## src/bam_pkg.sv

```systemverilog
// ----------------------------------------------------------------------------
// bam_pkg
// Shared types and constants of the block-average mosaic.
// ----------------------------------------------------------------------------
package bam_pkg;
    localparam int MAX_WIDTH = 2048;
    localparam int MAX_BLOCK = 32;
    localparam int SUM_MAX   = MAX_BLOCK * MAX_BLOCK * 255;
    localparam int SUM_W     = $clog2(SUM_MAX + 1);
    localparam int COL_W     = $clog2(MAX_WIDTH);
    localparam int WID_W     = 12;
    localparam int BS_W      = 6;
    localparam int CIT_W     = $clog2(MAX_BLOCK);
    localparam int AREA_W    = $clog2(MAX_BLOCK * MAX_BLOCK + 1);
    localparam int QDEPTH    = 2;
    localparam int CNT_W     = $clog2(SUM_W);

    localparam logic [1:0] REG_BLOCK_SIZE  = 2'd0;
    localparam logic [1:0] REG_IMAGE_WIDTH = 2'd1;

    typedef struct packed {
        logic [7:0] red;
        logic [7:0] green;
        logic [7:0] blue;
        logic       frame_start;
    } t_pix;

    typedef struct packed {
        logic [7:0]  avg_red;
        logic [7:0]  avg_green;
        logic [7:0]  avg_blue;
        logic [10:0] tile_x;
        logic [10:0] tile_y;
    } t_res;

    typedef struct packed {
        logic [7:0]        red;
        logic [7:0]        green;
        logic [7:0]        blue;
        logic [COL_W-1:0]  tile;
        logic [10:0]       tile_row;
        logic              first;
        logic              last;
        logic [AREA_W-1:0] area;
    } t_job;

    typedef enum logic [1:0] {BS_IDLE, BS_RD, BS_DIV, BS_PUT} t_bstate;
endpackage

```

## src/bam_queue.sv

```systemverilog
// ----------------------------------------------------------------------------
// bam_queue
// Short job queue between the front and the back.
// ----------------------------------------------------------------------------
module bam_queue import bam_pkg::*; (
    input  logic i_clk,
    input  logic i_rst_n,
    input  logic i_push,
    input  t_job i_job,
    input  logic i_pop,
    output logic o_full,
    output logic o_empty,
    output t_job o_job
);
    localparam int PW = $clog2(QDEPTH);

    t_job            r_buf [QDEPTH];
    logic [PW-1:0]   r_wp, r_rp;
    logic [PW:0]     r_cnt;

    assign o_full  = r_cnt == (PW+1)'(QDEPTH);
    assign o_empty = r_cnt == '0;
    assign o_job   = r_buf[r_rp];

    always_ff @(posedge i_clk) begin
        if (i_push) begin
            r_buf[r_wp] <= i_job;
        end
        if (!i_rst_n) begin
            r_wp <= '0; r_rp <= '0; r_cnt <= '0;
        end else begin
            if (i_push) r_wp <= (r_wp == PW'(QDEPTH - 1)) ? '0 : r_wp + 1'b1;
            if (i_pop)  r_rp <= (r_rp == PW'(QDEPTH - 1)) ? '0 : r_rp + 1'b1;
            r_cnt <= r_cnt + (PW+1)'(i_push) - (PW+1)'(i_pop);
        end
    end
endmodule

```

## config.mk

```make
export PLATFORM = sky130hd
export DESIGN_NAME = bam_queue
export DESIGN_NICKNAME = d
export VERILOG_FILES = /design/src/bam_pkg.sv /design/src/bam_queue.sv
export SDC_FILE = /design/constraint.sdc
export NUM_CORES = 1
export LEC_CHECK = 0
export ABC_AREA = 1
export BUFFER_PORTS_ARGS = -buffer_cell sky130_fd_sc_hd__buf_4
export CAP_MARGIN = 20
export CORE_MARGIN = 3
export CORE_UTILIZATION = 50
export CTS_CLUSTER_SIZE = 16
export DETAILED_ROUTE_END_ITERATION = 10
export GPL_TIMING_DRIVEN = 0
export PLACE_DENSITY = 0.77
export SETUP_SLACK_MARGIN = 0.1
export SLEW_MARGIN = 30
export SYNTH_ARGS = -nofsm -noshare
export SYNTH_HDL_FRONTEND = slang
export SYNTH_SLANG_ARGS = --single-unit
```

## constraint.sdc

```tcl
create_clock -name i_clk -period 8.35 [get_ports i_clk]
set_clock_uncertainty 0.1 [all_clocks]
set_input_delay 0.835 -clock i_clk [delete_from_list [all_inputs] [get_ports i_clk]]
set_output_delay 0.835 -clock i_clk [all_outputs]
set_load 0.1 [all_outputs]
```

* After elaboration in Yosys (flattened, before gate mapping)
Memory sizes are Yosys's and may differ from the RTL's. A register that Yosys moved wholly into a read port is not among the register bits.
Cells that the tools add are included.
** Word-level totals
- Register bits :: 4
- Bits in writable memories :: 118
- Input bits :: 63
- Word-level logic and storage cells :: 16
- Memories :: 1
** Memories
- r_buf :: depth 2, bits a word 59, rd ports 1, clocked after memory_dff 1, wr ports 1, line bam_queue.sv:17 : t_job r_buf [QDEPTH];
** Operators by class
- Add/subtract/negate cells :: 4
- Equality and inequality tests :: 1
- Muxes and demuxes :: 6
- Reduce and logical (&&, ||, !) cells :: 1
** Operator list (count)
- two-way mux 1 bit :: 6
- adder 1 bit, second input constant :: 2
- adder 2 x 1 -> 2 bit :: 1
- == test 2 bit, second input constant :: 1
- logical NOT 2 bit :: 1
- subtractor 2 x 1 -> 2 bit :: 1

* Logic depth before layout (Yosys ltp)
- Depth after elaboration :: 4
- Gate-level depth with buffers :: 9
- Depth with buffers taken out :: 9

* Worst setup path after synthesis
No wires, ideal clock.
- Kind :: input port to flip-flop
- Start point :: in i_push
- End point :: mem r_buf[0][0] (netlist bit), enable pin
- Library setup time :: 0.478 ns
- Arrival :: 3.350 ns
- Data required time :: 7.772 ns
- Setup slack :: 4.422 ns
- Stages on the path :: 2
- Path buffers :: 0
- Cells stage by stage :: inv_1 > nor2_1
** Between the ends
- Longest elaborated chain between the ends :: 2
** RTL lines
- from (decl) :: line bam_queue.sv:8 : input logic i_push,
- two-way mux 1 bit :: line bam_queue.sv:26 : if (i_push) begin
- two-way mux 1 bit (not written as such) :: line bam_queue.sv:27 : r_buf[r_wp] <= i_job;
- to (decl) :: line bam_queue.sv:17
Every way passes these cells.

==> out/summary.txt <==
FF-to-FF Start = r_wp
antenna violations before repair = 0
hold_sp = r_rp
DRC violations left = 0
post-CTS sizing = 0
Worst-Margin Slew = 0.469 ns
port bufs = 123
DP Area = 5700 um2
Max Slew Vio Count = 0
total grt overflow = 0
Critical-path top delay cell = dfxtp_1
fraction of layout cells with a size suffix above 1 = 59.6%
top sig layer = met4
CTS hold repair buffers = 0
worst-path cell chain = buf_6 -> buf_6 -> buf_8 -> mux2_4 -> buf_4
Num CTS Buffers = 17
synthesized area per cell = 20.9 um2
largest net degree at the start of global routing = 35
routed metal-1 wirelength = 3.19 mm
Reg2Reg Depth = 3
clk root buf = clkbuf_8
# IOs = 124
Startpoint Class = flop
Die Area = 10200 um2
leading area contributor after synthesis = edfxtp_1
synth top area cells = edfxtp_1, mux2_2, mux2_4
total power = 0.00181 W
starting density of the core = 51.7%
hold crit path type = reg -> reg
1st-pass router iterations = 4
VDD IR-drop max = 0.000153 V
worst-path fanout max = 10
Fin. Hold Viols = 0
total wire length = 7.98 mm
clock slew at reported path FFs = 0.05 ns
synthesized flop and latch total = 123
Layout Cell Area excl Fill = 6310 um2
floorplan row count = 34
Non-Filler Instances = 484
metal3 WL = 659 um
Leak Pwr = 2.46 nW
Avg WL per Cell = 16.5 um
post-CTS setup-driven buffer insertion count = 0
type of the worst setup path = reg -> out
FMAX = 366 MHz
CTS max path bufs = 2
Crit path required time = 7.41 ns
Nets = 428
Die Wd = 101 um
Core Footprint = 8760 um2
Post-Place Cells = 452
Synth top area share = 78.3%
H-tree depth = 4
status = completed
post-route ant nets = 0
hold depth = 2
unrepaired setup endpoints after global routing = false
antenna cells = 0
vias in the first global route = 2492
mapped cell area = 4530 um2
most used cell, CP = buf_6
Tmin final = 2.73 ns
Die H = 101 um
TritonCTS clock tree = built
vias = 2390
setup tns final = 0 ns
Final Setup Violations = 0
WP data arrival = 1.80 ns
routed wl met2 = 4.05 mm
Mapped Cells = 217
clk sink count = 123
syn_nets = 282
Post-DP HPWL = 5.41 mm
1st-iter DRT viols = 113
clk_lat worst skew = 0.49 ns
Max Cap Viol = 0
Layout area overhead = 39.4%
post-synthesis sequential area ratio = 80.5%
first-pass GRT wire length = 12.3 mm
Synth cell types = 13
Setup crit end kind = primary output
PwrDens = 287 nW/um2
Slew HR = 68.6%
Crit path largest cell delay = 0.32 ns
fin crit share = 32.7%
Synthesis Warnings = 0
vias per cell = 4.94
Total Routing Usage GR = 16.4%
GP Congestion = 0.804
cells in the mapped netlist, drive strengths merged:
cell type,count
edfxtp,118
mux2,59
nor2,9
nand2,8
buf,7
inv,7
dfxtp,5
ha,2
a21oi,1
nand3,1
per-layer routing:
metal,vias to the layer above,GRT usage [%]
li1,1130,-
met1,1162,19.9
met2,91,26.8
met3,7,5.85
met4,0,6.75
met5,-,0
registers in the layout (all words and copies together) (netlist names), named ones only:
signal / count
r_cnt: 2
r_wp: 1
r_buf: 118
r_rp: 1
final timing paths:
check,slack [ns],endpoint
setup / recovery,5.62,o_job[40]
hold / removal,0.40,r_rp
setup reg to reg,6.80,r_buf[0][16]
hold reg to reg,0.40,r_rp
report_power, final:
group	internal [W]	switching [W]
clock	0.000486	0.000251
combinational	0.0000938	0.000261
sequential	0.000714	0.00000813
total	0.00129	0.000521
cell families after synthesis:
group                      count (synthesis)  synth area share, %
DFF                                      123                 80.5
muxes                                     59                 15.5
and+or+nand+nor                           18                 1.52
adders and majority gates                  2                0.553
AOI/OAI and AO/OA                          1                0.110
buffers and inverters                     14                 1.85
metrics by stage:
stage	util [%]	hold WS (ns)	setup slack (ns)
5_1_grt	72.0	0.388	5.54
3_5_place_dp	65.0	0.397	6.12
6_report	72.0	0.405	5.62
2_1_floorplan	-	0.363	4.42
3_3_place_gp	63.7	0.375	2.87
4_1_cts	72.0	0.385	5.56
critical path: cells and delay by family, from the launching register on:
| kind | cells | cell delay (ns) |
|---|---|---|
| muxes | 1 | 0.31 |
| buffers and inverters | 4 | 0.66 |
| DFF | 1 | 0.32 |
layout by cell type, fill, tap and decap left out:
cell / netlist / routed
inv_1: 7 / 6
buf_4: 0 / 123
nand3_1: 1 / 1
buf_16: 0 / 3
inv_4: 0 / 1
nand2_1: 8 / 8
mux2_4: 10 / 10
buf_12: 0 / 1
buf_2: 4 / 4
clkbuf_1: 0 / 1
edfxtp_1: 118 / 118
nor2_4: 0 / 1
ha_1: 2 / 2
buf_8: 1 / 1
clkinvlp_4: 0 / 3
a21oi_1: 1 / 1
bufinv_16: 0 / 4
inv_6: 0 / 3
nor2_1: 9 / 8
buf_6: 2 / 2
clkinv_4: 0 / 2
mux2_2: 49 / 49
clkbuf_8: 0 / 1
clkbuf_16: 0 / 16
clkinv_1: 0 / 2
dfxtp_1: 5 / 5
area by class of cell:
cell class	count	area (um2)
Clock buffer	18	418
Clock inverter	14	194
Fill cell	579	2450
Timing Repair Buffer	127	1030
Buffer	7	57.6
Tap cell	108	135
Sequential cell	123	3640
Multi-Input combinational cell	80	808
Inverter	7	28.8
Power figures use the tool's default switching activity.
