===== src/bam_pkg.sv =====
// ----------------------------------------------------------------------------
// bam_pkg
// Shared types and constants of the block-average mosaic.
// ----------------------------------------------------------------------------
package bam_pkg;
    localparam int MAX_WIDTH = 2048;
    localparam int MAX_BLOCK = 32;
    localparam int SUM_MAX   = MAX_BLOCK * MAX_BLOCK * 255;
    localparam int SUM_W     = $clog2(SUM_MAX + 1);
    localparam int COL_W     = $clog2(MAX_WIDTH);
    localparam int WID_W     = 12;
    localparam int BS_W      = 6;
    localparam int CIT_W     = $clog2(MAX_BLOCK);
    localparam int AREA_W    = $clog2(MAX_BLOCK * MAX_BLOCK + 1);
    localparam int QDEPTH    = 2;
    localparam int CNT_W     = $clog2(SUM_W);

    localparam logic [1:0] REG_BLOCK_SIZE  = 2'd0;
    localparam logic [1:0] REG_IMAGE_WIDTH = 2'd1;

    typedef struct packed {
        logic [7:0] red;
        logic [7:0] green;
        logic [7:0] blue;
        logic       frame_start;
    } t_pix;

    typedef struct packed {
        logic [7:0]  avg_red;
        logic [7:0]  avg_green;
        logic [7:0]  avg_blue;
        logic [10:0] tile_x;
        logic [10:0] tile_y;
    } t_res;

    typedef struct packed {
        logic [7:0]        red;
        logic [7:0]        green;
        logic [7:0]        blue;
        logic [COL_W-1:0]  tile;
        logic [10:0]       tile_row;
        logic              first;
        logic              last;
        logic [AREA_W-1:0] area;
    } t_job;

    typedef enum logic [1:0] {BS_IDLE, BS_RD, BS_DIV, BS_PUT} t_bstate;
endpackage


===== src/bam_front.sv =====
// ----------------------------------------------------------------------------
// bam_front
// Raster position tracking and tile classification of each pixel.
// ----------------------------------------------------------------------------
module bam_front import bam_pkg::*; (
    input  logic             i_clk,
    input  logic             i_rst_n,
    input  logic             i_accept,
    input  t_pix             i_pix,
    input  logic [BS_W-1:0]  i_bs,
    input  logic [WID_W-1:0] i_w,
    output logic             o_push,
    output t_job             o_job
);
    logic [COL_W-1:0] r_pc, r_tc, r_tr, n_pc, n_tc, n_tr, c_pc, c_tc, c_tr;
    logic [CIT_W-1:0] r_cit, r_rit, n_cit, n_rit, c_cit, c_rit;
    logic [17:0]      span;
    logic [11:0]      sq;
    logic             in_tile;

    always_comb begin
        c_pc  = i_pix.frame_start ? '0 : r_pc;
        c_tc  = i_pix.frame_start ? '0 : r_tc;
        c_tr  = i_pix.frame_start ? '0 : r_tr;
        c_cit = i_pix.frame_start ? '0 : r_cit;
        c_rit = i_pix.frame_start ? '0 : r_rit;
        span    = ({7'b0, c_tc} + 18'd1) * {12'b0, i_bs};
        in_tile = span <= 18'(i_w);
        sq      = {6'b0, i_bs} * {6'b0, i_bs};

        n_pc = c_pc; n_tc = c_tc; n_tr = c_tr; n_cit = c_cit; n_rit = c_rit;
        if ({1'b0, c_pc} + 12'd1 >= i_w) begin
            n_pc = '0; n_cit = '0; n_tc = '0;
            if ({1'b0, c_rit} + 6'd1 >= i_bs) begin
                n_rit = '0;
                n_tr  = c_tr + 1'b1;
            end else begin
                n_rit = c_rit + 1'b1;
            end
        end else begin
            n_pc = c_pc + 1'b1;
            if ({1'b0, c_cit} + 6'd1 >= i_bs) begin
                n_cit = '0;
                n_tc  = c_tc + 1'b1;
            end else begin
                n_cit = c_cit + 1'b1;
            end
        end

        o_job.red      = i_pix.red;
        o_job.green    = i_pix.green;
        o_job.blue     = i_pix.blue;
        o_job.tile     = c_tc;
        o_job.tile_row = c_tr;
        o_job.first    = (c_rit == '0) && (c_cit == '0);
        o_job.last     = ({1'b0, c_rit} == i_bs - 6'd1) && ({1'b0, c_cit} == i_bs - 6'd1);
        o_job.area     = sq[AREA_W-1:0];
        o_push         = i_accept && in_tile;
    end

    always_ff @(posedge i_clk) begin
        if (!i_rst_n) begin
            r_pc <= '0; r_tc <= '0; r_tr <= '0; r_cit <= '0; r_rit <= '0;
        end else if (i_accept) begin
            r_pc <= n_pc; r_tc <= n_tc; r_tr <= n_tr; r_cit <= n_cit; r_rit <= n_rit;
        end
    end
endmodule


===== config.mk =====
export PLATFORM = sky130hd
export DESIGN_NAME = bam_front
export DESIGN_NICKNAME = d
export VERILOG_FILES = /design/src/bam_pkg.sv /design/src/bam_front.sv
export SDC_FILE = /design/constraint.sdc
export NUM_CORES = 1
export LEC_CHECK = 0
export BUFFER_PORTS_ARGS = -buffer_cell sky130_fd_sc_hd__clkbuf_2
export CAP_MARGIN = 20
export CORE_ASPECT_RATIO = 1.25
export CORE_MARGIN = 2
export CORE_UTILIZATION = 30
export CTS_CLUSTER_SIZE = 12
export DETAILED_ROUTE_END_ITERATION = 7
export PLACE_DENSITY = 0.51
export SLEW_MARGIN = 10
export SYNTH_ARGS = -nofsm -noshare
export SYNTH_HDL_FRONTEND = slang
export SYNTH_SLANG_ARGS = --single-unit

===== constraint.sdc =====
create_clock -name i_clk -period 25.4 [get_ports i_clk]
set_input_delay 5.08 -clock i_clk [delete_from_list [all_inputs] [get_ports i_clk]]
set_output_delay 5.08 -clock i_clk [all_outputs]
set_load 0.1 [all_outputs]

# Yosys cells after proc, flatten, opt, wreduce, memory -nomap -nowiden

Index checks and enable logic that the tools add are counted.
W data, S select, Z words.

Reductions and logical operators: 5
$mul: 2
Eq/ne operators: 2
Order comparisons: 4
Add/subtract/negate cells: 10
Multiplexer cells: 14

Operator list:

| operator                | number |
|---|---|
| $mux W11                | 8 |
| $add A11 B1 Y11 const B | 3 |
| $mux W5                 | 6 |
| $add A11 B1 Y12 const B | 2 |
| $le A18 B12 Y1          | 1 |
| $mul A12 B6 Y18         | 1 |
| $add A5 B1 Y6 const B   | 2 |
| $eq A5 B6 Y1            | 2 |
| $ge A12 B12 Y1          | 1 |
| $ge A6 B6 Y1            | 2 |
| $mul A6 B6 Y11          | 1 |
| $add A5 B1 Y5 const B   | 2 |
| $logic_not A5 Y1        | 2 |
| $sub A6 B1 Y6 const B   | 1 |
| $logic_and A1 B1 Y1     | 3 |

Output and inout bits: 60
Bits of input ports: 46
Flip-flop bits (word level): 43
Logic and storage cells: 42

# Longest topological paths before layout

Depth after elaboration: 5
Mapped depth: 29

# Worst setup path after synthesis

OpenSTA, ideal clock, no wires.

Path kind: input to output
Start: in i_pix[0] (netlist name)
End: out o_push
Data arrival time: 13.892 ns
Stages on the path: 26
Path slack: 6.428 ns
Path buffers: 3
Cells stage by stage: buf_2 > clkbuf_1 > clkbuf_1 > nor2b_1 > ha_1 > nand3_1 > or4_1 > xnor2_2 > nand2_1 > fa_1 > inv_1 > fa_1 > inv_1 > fa_1 > inv_1 > ha_1 > a21oi_1 > o21ai_0 > xor2_1 > ha_1 > and3_1 > nand4b_1 > a32o_1 > nor4_1 > o2111ai_1 > a2111oi_2

RTL lines:

| what            | line            | text |
|---|---|---|
| start, declared | bam_front.sv:9  | `input t_pix i_pix,` |
| end, declared   | bam_front.sv:12 | `output logic o_push,` |

# Worst setup path after layout

Start: in i_pix[0] (netlist name)
End: out o_push

Word-level cells in the longest chain between the ends: 5

RTL lines:

| what                | line            | text |
|---|---|---|
| $mux W11            | bam_front.sv:23 | `c_tc = i_pix.frame_start ? '0 : r_tc;` |
| $add A11 B1 Y12     | bam_front.sv:27 | `span = ({7'b0, c_tc} + 18'd1) * {12'b0, i_bs};` |
| $mul A12 B6 Y18     | bam_front.sv:27 |  |
| $le A18 B12 Y1      | bam_front.sv:28 | `in_tile = span <= 18'(i_w);` |
| $logic_and A1 B1 Y1 | bam_front.sv:58 | `o_push = i_accept && in_tile;` |

No other way between the ends.

==> summary.md <==
| Metric | Value |
|---|---|
| Residual DRC | `0` |
| RSZ-0062 raised after global routing | `false` |
| Switching power | `0.107 mW` |
| Die Span X | `140 um` |
| Setup tns final | `0 ps` |
| CTS clk-pin slew, worst paths | `60 ps` |
| Post-synthesis mux area share | `0.0239` |
| Starting Density | `0.303` |
| P_int | `0.129 mW` |
| Vias per cell | `5.03` |
| Synth Area per Inst | `7.84 um^2` |
| Vias in the first global route | `6,032` |
| Placed instance area | `0.00726 mm^2` |
| Cell area after layout | `0.00744 mm^2` |
| Critical Path AT | `11,980 ps` |
| Final hold slack | `475 ps` |
| GPL Wtd Cong | `0.823` |
| # setup viols final | `0` |
| Main combinational cell family by area after synthesis | `adder cells` |
| Post-CTS setup buffers | `0` |
| DR vias | `5,930` |
| CTS Hold Bufs | `0` |
| Die Ht | `174 um` |
| Finished Core Util | `0.326` |
| Critical Path Sink Type | `output pin` |
| Slew Viols, Final | `0` |
| Share of cells above drive strength 1 | `0.0975` |
| Largest net degree at the start of global routing | `65` |
| HPWL Detailed | `14,500 um` |
| CP required | `20,320 ps` |
| Multi-input gate area | `0.00537 mm^2` |
| Die area | `0.0243 mm^2` |
| Syn Nets | `1,062` |
| Crit-path max FO | `64` |
| Worst setup slack after layout | `8340 ps` |
| VDD IR-drop max | `0.0000466 V` |
| Initial antenna violation count | `0` |
| Detailed Routing Iterations Pass 1 | `5` |
| Max-Cap Viols | `0` |
| Simple-gate share of the synthesized area | `0.270` |
| Leading cell type in the layout, fill and taps excluded | `nand2_1` |
| Core Box Area | `0.0228 mm^2` |
| TritonCTS clock tree | `yes` |
| Comb power frac | `0.434` |
| XOR/XNOR share of the synthesized area | `0.0530` |
| Clock buffer count from CTS | `5` |
| Ports | `106` |
| Global-route wire length before repair | `30,400 um` |
| Port bufs | `56` |
| Least-Margin Pin Slew | `812 ps` |
| Area Growth Syn to Fin | `7.43%` |
| Switching part of the total | `0.453` |
| Synthesized cell area | `0.00692 mm^2` |
| Cell Rows | `62` |
| Fillers | `2,487` |
| CTS Buffer Depth | `2` |
| # H-tree levels | `2` |
| Total Routing Usage GR | `0.150` |
| Status | `completed` |
| Top_reg_cell synth | `dfxtp_1` |
| Relative slew margins | `0.444` |
| Fin. Hold Viols | `0` |
| Sequential area share after synthesis | `0.124` |
| Post-synth EDFFs | `0` |
| Flop pwr share | `0.290` |
| Nets | `1,071` |
| Drt wl/cell | `15.2 um` |
| Final Cycle Share | `0.672` |
| # diodes | `0` |
| Worst setup path class | `in -> out` |
| Clock share of power | `0.276` |
| 1st-iter DRT viols | `329` |
| Antenna Violating Nets Remaining | `0` |
| Async SR Flop Fraction | `0` |
| Most frequent cells in the layout | `96 x nand2_1, 95 x inv_1, 84 x ha_1, 56 x nor2_1, 56 x clkbuf_2` |
| # resized after CTS | `0` |
| Compound-cell area share of the yosys netlist | `0.135` |
| FF+latch area | `861 um^2` |
| P_leak | `3.47 nW` |
| Synth Area in Adders | `0.294` |
| Clk_skew | `3.85 ps` |
| Yosys reg bits | `43` |
| Post-Place Worst Slack | `8280 ps` |
| Peak Freq | `58.6 MHz` |
| Clock latency on the worst-skew pair | `290 ps` |
| Netlist cell types | `71` |
| Pwr Density | `31.7 mW/mm^2` |
| Final WL | `18,000 um` |
| GR Overflow Total | `0` |
| Tmin final | `17,060 ps` |
| Syn Inst Count | `883` |
| Synth warn | `0` |
| Clock sinks | `43` |
| Min-delay worst type | `reg -> reg` |
| Clock root buffer | `clkbuf_16` |
| Critical Path Start Type | `primary input` |
-- cell families after synthesis --
| family | after synthesis |
|---|---|
| adder cells (fa/ha/maj) | 133 |
| AO/OA/AOI/OAI | 132 |
| multiplexers | 16 |
| AND/OR/NAND/NOR | 360 |
| other | 1 |
| XOR/XNOR | 41 |
| buffers and inverters | 157 |
| flip-flops | 43 |
-- synth_stat cells (4+ instances only) --
| cell type | number | area, um^2 |
|---|---|---|
| a21o_1 | 4 | 30.0 |
| a21oi_1 | 43 | 215 |
| a22o_1 | 7 | 61.3 |
| a31oi_1 | 5 | 31.3 |
| a32o_1 | 6 | 60.1 |
| and2_1 | 40 | 250 |
| and3_1 | 8 | 50.1 |
| buf_2 | 4 | 20.0 |
| buf_4 | 27 | 203 |
| clkbuf_1 | 25 | 93.8 |
| dfxtp_1 | 43 | 861 |
| fa_1 | 49 | 981 |
| ha_1 | 84 | 1050 |
| inv_1 | 95 | 357 |
| mux2i_1 | 12 | 120 |
| nand2_1 | 96 | 360 |
| nand2b_1 | 21 | 131 |
| nand3_1 | 43 | 215 |
| nand4_1 | 15 | 93.8 |
| nor2_1 | 56 | 210 |
| nor2b_1 | 25 | 156 |
| nor3_1 | 20 | 100 |
| nor3b_1 | 4 | 30.0 |
| nor4_1 | 5 | 31.3 |
| nor4_2 | 4 | 50.1 |
| o211ai_1 | 5 | 37.5 |
| o21a_1 | 7 | 52.6 |
| o21ai_0 | 16 | 80.1 |
| or3_1 | 7 | 43.8 |
| xnor2_1 | 28 | 245 |
| xor2_1 | 12 | 105 |
-- power by group through the flow --
stage	clock [mW]	combinational (mW)	sequential, mW
6_report	0.0651	0.102	0.0682
5_1_grt	0.0698	0.112	0.0682
4_1_cts	0.0669	0.104	0.0682
3_5_place_dp	0	0.103	0.0697
3_3_place_gp	0	0.103	0.0697
2_1_floorplan	0	0.103	0.0696
-- worst max-delay path: stages --
cell,delay (ps)
clkbuf_2,80
buf_4,300
nand2b_1,300
inv_1,180
ha_1,230
nand3_1,210
or4_1,610
xnor2_2,310
nand2_1,120
fa_1,500
inv_1,50
fa_1,470
inv_1,50
fa_1,520
inv_1,40
ha_1,350
a21oi_1,280
o21ai_0,160
xor2_1,170
ha_1,300
and3_1,160
nand4b_1,130
a32o_1,220
nor4_1,170
o2111ai_1,160
a2111oi_2,300
clkbuf_2,510
-- stage by stage --
stage	cells	power [mW]
2_1_floorplan	883	0.173
3_3_place_gp	1172	0.173
3_5_place_dp	1172	0.173
4_1_cts	1179	0.239
5_1_grt	1180	0.250
6_report	1180	0.235
-- worst paths after layout --
kind / from / to / slack (ps) / cells after the start
setup / recovery: i_pix[0] / o_push / 8340 / 27
hold / removal: r_tr[0] / r_tr[0] / 470 / 2
setup reg to reg: r_pc[0] / r_rit[0] / 21640 / 13
hold reg to reg: r_tr[0] / r_tr[0] / 470 / 2
-- per-layer routing --
layer | global-route usage | wire, um
met1 | 0.186 | 8110
met2 | 0.279 | 9120
met3 | 0.0113 | 429
met4 | 0.0383 | 323
met5 | 0 | 0
-- cell type report --
class / count / share of cell area
Inverter: 98 / 0.0495
Clock buffer: 6 / 0.0187
Timing Repair Buffer: 61 / 0.0454
Sequential cell: 43 / 0.116
Clock inverter: 1 / 0.000673
Multi-Input combinational cell: 683 / 0.722
Tap cell: 288 / 0.0485
-- state kept, by name, indices dropped and copies added (netlist names) --
signal and flops:
r_pc 11, r_tc 11, r_tr 11, r_cit 5
r_rit 5
(Power assumes the default switching activity.)
